`src/hw/rtl/lcss_pkg.sv`:
```
// Shared types, constants and character tables of the line command slot store.
package lcss_pkg;

	// Default sizes
	localparam int SLOT_COUNT_DEF = 8;
	localparam int SLOT_BYTES_DEF = 32;
	localparam int LINE_BYTES_DEF = 40;
	localparam int MEM_BYTES      = 256;
	localparam int MEM_AW         = 8;

	// Characters
	localparam logic [7:0] CH_CR    = 8'h0D;
	localparam logic [7:0] CH_LF    = 8'h0A;
	localparam logic [7:0] CH_DEL   = 8'h7F;
	localparam logic [7:0] CH_SPACE = 8'h20;
	localparam logic [7:0] CH_TILDE = 8'h7E;
	localparam logic [7:0] CH_BRACE = 8'h7D;
	localparam logic [7:0] CH_ERASE = 8'hFF;
	localparam logic [7:0] CH_ZERO  = 8'h30;
	localparam logic [7:0] CH_NINE  = 8'h39;
	localparam logic [7:0] CH_LC_A  = 8'h61;
	localparam logic [7:0] CH_LC_Z  = 8'h7A;
	localparam logic [7:0] CH_P     = 8'h70;
	localparam logic [7:0] CH_L     = 8'h6C;
	localparam logic [7:0] CH_C     = 8'h63;
	localparam logic [7:0] CH_EQ    = 8'h3D;
	localparam logic [7:0] CH_QM    = 8'h3F;
	localparam logic [7:0] CH_BANG  = 8'h21;
	localparam logic [7:0] CH_S     = 8'h73;
	localparam logic [7:0] CH_T     = 8'h74;
	localparam logic [7:0] CH_O     = 8'h6F;
	localparam logic [7:0] CH_E     = 8'h65;
	localparam logic [7:0] CH_R     = 8'h72;

	// Line read address selection
	typedef enum logic [1:0] {
		LRD_HEAD0,
		LRD_HEAD1,
		LRD_HEAD2,
		LRD_STORE
	} lrd_sel_t;

	// Fixed reply texts
	typedef enum logic [1:0] {
		REPLY_STO,
		REPLY_CLR,
		REPLY_ERR,
		REPLY_CRLF
	} reply_t;

	// Source of the output word
	typedef enum logic {
		OUT_SLOT,
		OUT_TEXT
	} out_src_t;

	// Controller states
	typedef enum logic [3:0] {
		S_IDLE,
		S_HEAD0,
		S_HEAD1,
		S_HEAD2,
		S_HEAD3,
		S_DECODE,
		S_ST_RD,
		S_ST_WR,
		S_LS_RD,
		S_LS_CHK,
		S_TXT
	} lcss_state_t;

	// Controller to datapath
	typedef struct packed {
		logic     rx_open;
		logic     lrd_en;
		lrd_sel_t lrd_sel;
		logic     cap0;
		logic     cap1;
		logic     cap2;
		logic     dec_load;
		logic     st_wr;
		logic     srd_en;
		logic     out_load;
		out_src_t out_src;
		logic     clr;
		logic     txt_start;
		reply_t   txt_kind;
	} lcss_cmd_t;

	// Datapath to controller
	typedef struct packed {
		logic run;
		logic out_free;
		logic is_store;
		logic is_list;
		logic is_clear;
		logic idx_last;
		logic srd_ok;
		logic txt_last;
	} lcss_stat_t;

	// Slot number of a digit or lowercase letter character, zero for anything else
	function automatic logic [5:0] slot_of(input logic [7:0] ch);
		logic [7:0] v;
		v = 8'd0;
		if (ch >= CH_ZERO && ch <= CH_NINE) begin
			v = ch - CH_ZERO;
		end else if (ch >= CH_LC_A && ch <= CH_LC_Z) begin
			v = ch - CH_LC_A + 8'd10;
		end
		return v[5:0];
	endfunction

	// Length of a reply text
	function automatic logic [2:0] reply_len(input reply_t kind);
		logic [2:0] n;
		case (kind)
			REPLY_CRLF: n = 3'd2;
			default:    n = 3'd5;
		endcase
		return n;
	endfunction

	// Character of a reply text at a position
	function automatic logic [7:0] reply_char(input reply_t kind, input logic [2:0] idx);
		logic [7:0] c;
		logic [2:0] pos;
		// Line ending sits in the last two places of every text
		pos = (kind == REPLY_CRLF) ? idx + 3'd3 : idx;
		case (pos)
			3'd0: begin
				case (kind)
					REPLY_STO: c = CH_S;
					REPLY_CLR: c = CH_C;
					default:   c = CH_E;
				endcase
			end
			3'd1: begin
				case (kind)
					REPLY_STO: c = CH_T;
					REPLY_CLR: c = CH_L;
					default:   c = CH_R;
				endcase
			end
			3'd2: begin
				case (kind)
					REPLY_STO: c = CH_O;
					default:   c = CH_R;
				endcase
			end
			3'd3:    c = CH_CR;
			default: c = CH_LF;
		endcase
		return c;
	endfunction

endpackage

```
`src/hw/rtl/lcss_ctrl.sv`:
```
// Command sequencer of the line command slot store.
module lcss_ctrl
	import lcss_pkg::*;
(
	input  logic       clk,
	input  logic       arst_n,
	input  lcss_stat_t stat,
	output lcss_cmd_t  cmd
);

	lcss_state_t state_q;
	lcss_state_t state_d;

	// State register
	always_ff @(posedge clk or negedge arst_n) begin
		if (!arst_n) begin
			state_q <= S_IDLE;
		end else begin
			state_q <= state_d;
		end
	end

	// Next state and commands
	always_comb begin
		state_d = state_q;
		cmd     = '0;
		case (state_q)
			S_IDLE: begin
				cmd.rx_open = 1'b1;
				if (stat.run) begin
					state_d = S_HEAD0;
				end
			end
			// Fetch the first three line characters
			S_HEAD0: begin
				cmd.lrd_en  = 1'b1;
				cmd.lrd_sel = LRD_HEAD0;
				state_d     = S_HEAD1;
			end
			S_HEAD1: begin
				cmd.lrd_en  = 1'b1;
				cmd.lrd_sel = LRD_HEAD1;
				cmd.cap0    = 1'b1;
				state_d     = S_HEAD2;
			end
			S_HEAD2: begin
				cmd.lrd_en  = 1'b1;
				cmd.lrd_sel = LRD_HEAD2;
				cmd.cap1    = 1'b1;
				state_d     = S_HEAD3;
			end
			S_HEAD3: begin
				cmd.cap2 = 1'b1;
				state_d  = S_DECODE;
			end
			// Pick the command
			S_DECODE: begin
				cmd.dec_load = 1'b1;
				if (stat.is_store) begin
					state_d = S_ST_RD;
				end else if (stat.is_list) begin
					state_d = S_LS_RD;
				end else if (stat.is_clear) begin
					cmd.clr       = 1'b1;
					cmd.txt_start = 1'b1;
					cmd.txt_kind  = REPLY_CLR;
					state_d       = S_TXT;
				end else begin
					cmd.txt_start = 1'b1;
					cmd.txt_kind  = REPLY_ERR;
					state_d       = S_TXT;
				end
			end
			// Copy line bytes into the slot
			S_ST_RD: begin
				cmd.lrd_en  = 1'b1;
				cmd.lrd_sel = LRD_STORE;
				state_d     = S_ST_WR;
			end
			S_ST_WR: begin
				cmd.st_wr = 1'b1;
				if (stat.idx_last) begin
					cmd.txt_start = 1'b1;
					cmd.txt_kind  = REPLY_STO;
					state_d       = S_TXT;
				end else begin
					state_d = S_ST_RD;
				end
			end
			// Echo slot bytes until one outside space to closing brace, or the slot end
			S_LS_RD: begin
				cmd.srd_en = 1'b1;
				state_d    = S_LS_CHK;
			end
			S_LS_CHK: begin
				if (!stat.srd_ok) begin
					cmd.txt_start = 1'b1;
					cmd.txt_kind  = REPLY_CRLF;
					state_d       = S_TXT;
				end else if (stat.out_free) begin
					cmd.out_load = 1'b1;
					cmd.out_src  = OUT_SLOT;
					if (stat.idx_last) begin
						cmd.txt_start = 1'b1;
						cmd.txt_kind  = REPLY_CRLF;
						state_d       = S_TXT;
					end else begin
						state_d = S_LS_RD;
					end
				end
			end
			// Send the fixed reply text
			S_TXT: begin
				if (stat.out_free) begin
					cmd.out_load = 1'b1;
					cmd.out_src  = OUT_TEXT;
					if (stat.txt_last) begin
						state_d = S_IDLE;
					end
				end
			end
			default: begin
				state_d = S_IDLE;
			end
		endcase
	end

endmodule

```
`src/hw/rtl/lcss_dp.sv`:
```
// Datapath of the line command slot store: line buffer, slot memory, output register.
module lcss_dp
	import lcss_pkg::*;
#(
	parameter int SLOT_COUNT = SLOT_COUNT_DEF,
	parameter int SLOT_BYTES = SLOT_BYTES_DEF,
	parameter int LINE_BYTES = LINE_BYTES_DEF
) (
	input  logic       clk,
	input  logic       arst_n,
	input  lcss_cmd_t  cmd,
	output lcss_stat_t stat,
	input  logic       rx_valid,
	input  logic [7:0] rx_byte,
	output logic       tx_valid,
	input  logic       tx_ready,
	output logic [7:0] tx_byte,
	output logic       reply_last
);

	localparam int LEN_W  = $clog2(LINE_BYTES + 1);
	localparam int LIDX_W = $clog2(LINE_BYTES);
	localparam int SRC_W  = $clog2(SLOT_BYTES + 3);
	localparam int CMP_W  = (LEN_W > SRC_W) ? LEN_W : SRC_W;
	localparam int IDX_W  = $clog2(SLOT_BYTES + 1);
	localparam logic [LEN_W-1:0]  LINE_FULL = LEN_W'(LINE_BYTES);
	localparam logic [IDX_W-1:0]  IDX_LAST  = IDX_W'(SLOT_BYTES - 1);
	localparam logic [MEM_AW-1:0] SB_MOD    = MEM_AW'(SLOT_BYTES % MEM_BYTES);
	localparam logic [6:0]        SLOT_LIM  = 7'(SLOT_COUNT);

	// Line buffer
	logic [7:0]       line_mem [LINE_BYTES];
	logic [LEN_W-1:0] len_q;
	logic [LEN_W-1:0] eff_len;
	logic             rx_acc;
	logic             rx_end;
	logic             rx_print;
	logic             rx_del;
	logic             line_wr;
	logic [CMP_W-1:0] lrd_addr;
	logic             lrd_in;
	logic [7:0]       lrd_q;
	logic             lrd_ok_q;
	logic [7:0]       lrd_data;

	// Command head
	logic [7:0] c0_q;
	logic [7:0] c1_q;
	logic [7:0] c2_q;
	logic [5:0] slot_num;
	logic       slot_ok;

	// Slot memory, erased bytes tracked by valid bits
	logic [7:0]           slot_mem [MEM_BYTES];
	logic [MEM_BYTES-1:0] vld_q;
	logic [MEM_AW-1:0]    addr_q;
	logic [IDX_W-1:0]     idx_q;
	logic [13:0]          base_prod;
	logic [7:0]           srd_q;
	logic                 srd_vld_q;
	logic [7:0]           srd_data;
	logic                 advance;

	// Reply text and output word
	reply_t     kind_q;
	logic [2:0] txt_idx_q;
	logic       txt_last;
	logic       out_valid_q;
	logic [7:0] out_byte_q;
	logic       out_last_q;
	logic       out_free;

	// Decode the received word
	assign rx_acc   = rx_valid && cmd.rx_open;
	assign eff_len  = (len_q >= LINE_FULL) ? '0 : len_q;
	assign rx_end   = (rx_byte == CH_CR) || (rx_byte == CH_LF);
	assign rx_del   = (rx_byte == CH_DEL);
	assign rx_print = (rx_byte >= CH_SPACE) && (rx_byte <= CH_TILDE);
	assign line_wr  = rx_acc && rx_print;

	// Edit the line length; a finished command empties the line
	always_ff @(posedge clk or negedge arst_n) begin
		if (!arst_n) begin
			len_q <= '0;
		end else if (cmd.txt_start) begin
			len_q <= '0;
		end else if (rx_acc) begin
			if (rx_del) begin
				len_q <= (eff_len == '0) ? '0 : eff_len - LEN_W'(1);
			end else if (rx_print) begin
				len_q <= eff_len + LEN_W'(1);
			end else begin
				len_q <= eff_len;
			end
		end
	end

	// Line read address; bytes past the typed length read as zero
	always_comb begin
		case (cmd.lrd_sel)
			LRD_HEAD0: lrd_addr = CMP_W'(0);
			LRD_HEAD1: lrd_addr = CMP_W'(1);
			LRD_HEAD2: lrd_addr = CMP_W'(2);
			default:   lrd_addr = CMP_W'(idx_q) + CMP_W'(3);
		endcase
	end
	assign lrd_in = lrd_addr < CMP_W'(len_q);

	// Line buffer write and registered read
	always_ff @(posedge clk) begin
		if (line_wr) begin
			line_mem[eff_len[LIDX_W-1:0]] <= rx_byte;
		end
		if (cmd.lrd_en) begin
			lrd_q <= line_mem[lrd_addr[LIDX_W-1:0]];
		end
	end

	always_ff @(posedge clk or negedge arst_n) begin
		if (!arst_n) begin
			lrd_ok_q <= 1'b0;
		end else if (cmd.lrd_en) begin
			lrd_ok_q <= lrd_in;
		end
	end
	assign lrd_data = lrd_ok_q ? lrd_q : 8'h00;

	// Capture the command head
	always_ff @(posedge clk) begin
		if (cmd.cap0) begin
			c0_q <= lrd_data;
		end
		if (cmd.cap1) begin
			c1_q <= lrd_data;
		end
		if (cmd.cap2) begin
			c2_q <= lrd_data;
		end
	end

	assign slot_num  = slot_of(c1_q);
	assign slot_ok   = (slot_num != 6'd0) && ({1'b0, slot_num} < SLOT_LIM);
	assign base_prod = {8'd0, slot_num} * {6'd0, SB_MOD};

	// Slot address and byte counter
	assign advance = cmd.st_wr || (cmd.out_load && (cmd.out_src == OUT_SLOT));
	always_ff @(posedge clk or negedge arst_n) begin
		if (!arst_n) begin
			addr_q <= '0;
			idx_q  <= '0;
		end else if (cmd.dec_load) begin
			addr_q <= base_prod[MEM_AW-1:0];
			idx_q  <= '0;
		end else if (advance) begin
			addr_q <= addr_q + MEM_AW'(1);
			idx_q  <= idx_q + IDX_W'(1);
		end
	end

	// Slot memory write and registered read
	always_ff @(posedge clk) begin
		if (cmd.st_wr) begin
			slot_mem[addr_q] <= lrd_data;
		end
		if (cmd.srd_en) begin
			srd_q <= slot_mem[addr_q];
		end
	end

	// Valid bits: erase all at once, mark on store
	always_ff @(posedge clk or negedge arst_n) begin
		if (!arst_n) begin
			vld_q     <= '0;
			srd_vld_q <= 1'b0;
		end else begin
			if (cmd.clr) begin
				vld_q <= '0;
			end else if (cmd.st_wr) begin
				vld_q[addr_q] <= 1'b1;
			end
			if (cmd.srd_en) begin
				srd_vld_q <= vld_q[addr_q];
			end
		end
	end
	assign srd_data = srd_vld_q ? srd_q : CH_ERASE;

	// Reply text position
	always_ff @(posedge clk or negedge arst_n) begin
		if (!arst_n) begin
			kind_q    <= REPLY_ERR;
			txt_idx_q <= '0;
		end else if (cmd.txt_start) begin
			kind_q    <= cmd.txt_kind;
			txt_idx_q <= '0;
		end else if (cmd.out_load && (cmd.out_src == OUT_TEXT)) begin
			txt_idx_q <= txt_idx_q + 3'd1;
		end
	end
	assign txt_last = (txt_idx_q == reply_len(kind_q) - 3'd1);

	// Output register: load a word, drop it once taken
	assign out_free = !out_valid_q || tx_ready;
	always_ff @(posedge clk or negedge arst_n) begin
		if (!arst_n) begin
			out_valid_q <= 1'b0;
		end else if (cmd.out_load) begin
			out_valid_q <= 1'b1;
		end else if (tx_ready) begin
			out_valid_q <= 1'b0;
		end
	end

	always_ff @(posedge clk) begin
		if (cmd.out_load) begin
			if (cmd.out_src == OUT_TEXT) begin
				out_byte_q <= reply_char(kind_q, txt_idx_q);
				out_last_q <= txt_last;
			end else begin
				out_byte_q <= srd_data;
				out_last_q <= 1'b0;
			end
		end
	end

	assign tx_valid   = out_valid_q;
	assign tx_byte    = out_byte_q;
	assign reply_last = out_last_q;

	// Status to the sequencer
	always_comb begin
		stat          = '0;
		stat.run      = rx_acc && rx_end && (eff_len != '0);
		stat.out_free = out_free;
		stat.is_store = (c0_q == CH_P) && slot_ok && (c2_q == CH_EQ);
		stat.is_list  = (c0_q == CH_L) && slot_ok && (c2_q == CH_QM);
		stat.is_clear = (c0_q == CH_C) && (c1_q == CH_BANG);
		stat.idx_last = (idx_q == IDX_LAST);
		stat.srd_ok   = (srd_data >= CH_SPACE) && (srd_data <= CH_BRACE);
		stat.txt_last = txt_last;
	end

endmodule

```
`src/hw/rtl/line_command_slot_store.sv`:
```
// Line command slot store: edits a received command line and runs it on the slot memory.
// An edit word updates the line; an ending word runs a command that decodes the line head,
// stores by a line read and slot write per byte, lists by slot read and check per byte.
// Throughput: one input word per cycle while editing; no input is taken while a command
// runs, its length set by the slot copy loop and the single output register.
// Reset: asynchronous; the line empties and every slot byte reads as erased (0xFF) at once.
module line_command_slot_store
	import lcss_pkg::*;
#(
	parameter int SLOT_COUNT = SLOT_COUNT_DEF,
	parameter int SLOT_BYTES = SLOT_BYTES_DEF,
	parameter int LINE_BYTES = LINE_BYTES_DEF
) (
	input  logic       clk,
	input  logic       arst_n,
	input  logic       s_tvalid,
	output logic       s_tready,
	input  logic [7:0] s_tdata,  // [7:0] rx_byte
	output logic       m_tvalid,
	input  logic       m_tready,
	output logic [7:0] m_tdata,  // [7:0] tx_byte
	output logic       m_tlast   // reply_last
);

	lcss_cmd_t  cmd;
	lcss_stat_t stat;

	assign s_tready = cmd.rx_open;

	// Sequencer
	lcss_ctrl u_ctrl (
		.clk    (clk),
		.arst_n (arst_n),
		.stat   (stat),
		.cmd    (cmd)
	);

	// Storage and output word
	lcss_dp #(
		.SLOT_COUNT (SLOT_COUNT),
		.SLOT_BYTES (SLOT_BYTES),
		.LINE_BYTES (LINE_BYTES)
	) u_dp (
		.clk        (clk),
		.arst_n     (arst_n),
		.cmd        (cmd),
		.stat       (stat),
		.rx_valid   (s_tvalid),
		.rx_byte    (s_tdata),
		.tx_valid   (m_tvalid),
		.tx_ready   (m_tready),
		.tx_byte    (m_tdata),
		.reply_last (m_tlast)
	);

endmodule
```
`config.mk`:
```
export PLATFORM = sky130hd
export DESIGN_NAME = line_command_slot_store
export DESIGN_NICKNAME = d
export VERILOG_FILES = /design/src/hw/rtl/lcss_pkg.sv /design/src/hw/rtl/lcss_ctrl.sv /design/src/hw/rtl/lcss_dp.sv /design/src/hw/rtl/line_command_slot_store.sv
export SDC_FILE = /design/constraint.sdc
export NUM_CORES = 2
export LEC_CHECK = 0
export BUFFER_PORTS_ARGS = -buffer_cell sky130_fd_sc_hd__buf_2
export CAP_MARGIN = 30
export CELL_PAD_IN_SITES_DETAIL_PLACEMENT = 2
export CELL_PAD_IN_SITES_GLOBAL_PLACEMENT = 2
export CORE_ASPECT_RATIO = 0.7
export CORE_MARGIN = 4
export CORE_UTILIZATION = 35
export CTS_BUF_LIST = sky130_fd_sc_hd__clkbuf_4
export CTS_CLUSTER_SIZE = 40
export DETAILED_ROUTE_END_ITERATION = 12
export PLACE_DENSITY = 0.59
export SLEW_MARGIN = 5
export SYNTH_ARGS = -nofsm -noshare
export SYNTH_HDL_FRONTEND = slang
export SYNTH_HIERARCHICAL = 1
export SYNTH_SLANG_ARGS = --single-unit
```
`constraint.sdc`:
```
create_clock -name clk -period 4.3 [get_ports clk]
set_input_delay 0.43 -clock clk [delete_from_list [all_inputs] [get_ports clk]]
set_output_delay 0.43 -clock clk [all_outputs]
set_load 0.01 [all_outputs]
```
==> summary.md <==
| Metric | Value |
|---|---|
| Run status | `finished, final reports clean` |
| Final setup vio count | `0` |
| # DRC | `0` |
| Crit path arrival time | `5.31 ns` |
| Min Tclk post-route | `4.20 ns` |
| Final hold slack | `0.182 ns` |
| Initial core utilization | `0.352` |
| Worst reg-to-reg setup slack | `0.1 ns` |
| 1st-iter DRT viols | `6,634` |
| Post-synthesis sequential area ratio | `0.748` |
| Max incr delay on CP | `0.96 ns` |
| Slew Viols, Final | `0` |
| P&R area growth vs syn | `16.8%` |
| Largest net degree at the start of global routing | `104` |
| Worst-case clock buffer depth | `4` |
| Post-synth top area share | `0.681` |
| I/O Pins | `23` |
| DP Cell Count | `9,674` |
| Commonest non-fill, non-tap cells in the layout | `2,417 x edfxtp_1, 1,035 x clkbuf_4, 827 x nor2_1` |
| Worst Max-Slew Pin Slew | `1.04 ns` |
| Max Clk Rate | `0.238 GHz` |
| TritonCTS Sinks | `2,705` |
| CTS tree | `done` |
| HP Class | `in -> reg` |
| Mapped cell area | `0.107 mm²` |
| Max FO, Critical Path | `29` |
| Commonest non-fill, non-tap cell in the layout | `edfxtp_1` |
| Area of the core | `0.303 mm²` |
| Post-CTS setup buffers | `0` |
| Synthesized Nets | `5,418` |
| PwrDens | `636 mW/mm²` |
| CP max stage cell | `dfrtp_4` |
| First-pass GRT wire length | `492 mm` |
| Final instance area | `0.125 mm²` |
| Synth area leaders | `edfxtp_1 68%, mux4_2 16%, dfrtp_1 6.7%` |
| RSZ-0062 raised after global routing | `no` |
| CTS Hold Buffers Added | `18` |
| Clock root cell | `clkbuf_4` |
| Crit-path cells | `buf_12 > buf_12 > buf_12 > mux4_2 > mux4_2 > a22oi_1 > nand4_1 > a211o_1` |
| Vias/cell | `5.51` |
| Worst R2R Path Depth | `8` |
| Die Height | `470 µm` |
| Cells on Worst Hold Path | `3` |
| Synth area leader | `edfxtp_1` |
| PostCTS Resize Cnt | `0` |
| # Max-Cap Violations | `0` |
| Row count | `169` |
| IO Port Bufs | `22` |
| Via Count | `60,100` |
| Post-DRT Antenna Nets | `0` |
| Crit Path Category | `reg -> reg` |
| Setup TNS | `0 ns` |
| First-pass DRT Iterations | `6` |
| Clock Skew | `0.118 ns` |
| Die W | `668 µm` |
| Clk_lat worst skew | `1.37 ns` |
| Nets | `6,380` |
| Final Non-Filler Cells | `10,900` |
| Clk slew on worst S/H paths | `0.07 ns` |
| H-tree depth | `6` |
| Number of library cell types mapped by synthesis | `73` |
| Dpl hpwl | `218 mm` |
| Hold Violations, Final | `0` |
| TritonCTS buffer count | `668` |
| Critical Path Start Type | `flip-flop` |
| GRT Residual Overflow | `0` |
| Final period util | `0.977` |
| Asr flop ratio synth | `0.106` |
| CP most frequent cell | `buf_12` |
| Antenna violations before repair | `31` |
| WL/cell | `31.6 µm` |
| Yosys warns | `6` |
| P_leak | `0.0419 µW` |
| Critical Path RT | `5.41 ns` |
| Post-synthesis instance total | `5,385` |
| Routed WL | `345 mm` |
| Worst Setup End Kind | `flip-flop` |
| Die area | `0.314 mm²` |
| Placed Area | `0.116 mm²` |
| Post-synth EDFFs | `2,417` |
| Rel. slew slack | `0.308` |
| Gpl congestion | `0.798` |
| Syn Area/Cell | `19.8 µm²` |
| FF+latch count, synth | `2,705` |
| Vias in the first global route | `63,600` |
| Worst IR Drop VDD | `0.391 mV` |
| Most used DFF post-synth | `edfxtp_1` |
| GR Util All Layers | `0.218` |
| Layout cell share with drive strength beyond 1 | `0.367` |
cell families (layout without fill, tap and decap cells):
kind of cell | Yosys count | count (layout) | share of synthesized area
other cells | 0 | 11 | 0
mux | 817 | 817 | 0.166
flops | 2705 | 2705 | 0.748
fa+ha+maj | 21 | 21 | 0.00246
buf+inv | 345 | 1831 | 0.0145
xor+xnor | 28 | 28 | 0.00230
simple gates | 1158 | 1158 | 0.0452
compound gates | 311 | 311 | 0.0208
sequential cells by signal, indices dropped and copies added, names as in the netlist, 4 cells and up:
register        count
u_dp/tx_byte        8
u_dp/line_mem     320
u_dp/addr_q         8
u_dp/lrd_q          8
u_dp/c1_q           8
u_dp/srd_q          8
u_dp/slot_mem    2048
u_dp/c2_q           8
u_dp/idx_q          6
u_ctrl/state_q      4
u_dp/c0_q           8
u_dp/vld_q        256
u_dp/len_q          6
final cells by class:
cell class              count  area, µm²
multi-input cells        2335      25400
well taps                4018       5030
diodes                     11       27.5
flip-flops and latches   2705      79800
inverters                  38        143
fillers                 28600     178000
clock inverters           159        947
clock buffers            1035       7770
repair buffers            599       5370
power breakdown:
| group | switching [µW] | total, µW | internal (µW) |
|---|---|---|---|
| logic | 14700 | 23500 | 8800 |
| registers | 735 | 33100 | 32400 |
| clock network | 10900 | 22500 | 11600 |
cells in the mapped netlist (all sizes together) (18+ instances only):
library cell     n
nor2           832
and3            22
nor3            25
edfxtp        2417
mux2i           25
ha              21
mux4           760
a21oi           52
and2            47
mux2            32
a311oi          18
o21ai           33
o22ai           19
nand3           37
inv             34
clkbuf         166
a22oi           55
dfrtp          287
a211oi          37
nand2          120
buf            141
metrics by stage:
step | util | total power, µW | setup WS [ns]
2_1_floorplan | - | 46700 | 0.955
3_3_place_gp | 0.381 | 56600 | 0.241
3_5_place_dp | 0.381 | 57300 | 0.216
4_1_cts | 0.411 | 80100 | 0.171
5_1_grt | 0.411 | 82700 | 0.0732
6_report | 0.411 | 79200 | 0.0988
worst max-delay path: cells and delay by family, from the launching register on:
family	cells	cell delay, ns
compound gates	2	1.17
buf+inv	3	0.68
flops	1	0.96
mux	2	0.83
simple gates	1	0.28
metal layers:
layer	GRT usage	wire length, µm
met1	0.335	159000
met2	0.309	149000
met3	0.0506	28400
met4	0.0563	7810
met5	0	74
final timing paths:
kind / start / endpoint
worst max-delay path: u_dp/addr_q[1] / u_dp/srd_q[4]
worst min-delay path: s_tdata[1] / u_dp/line_mem[15][1]
worst max register to register: u_dp/addr_q[1] / u_dp/srd_q[4]
worst min register to register: u_dp/vld_q[185] / u_dp/vld_q[185]
max in group asynchronous: arst_n / u_dp/vld_q[83]
min in group asynchronous: arst_n / u_dp/len_q[1]
Note: power is estimated with default switching activity, not from simulation.
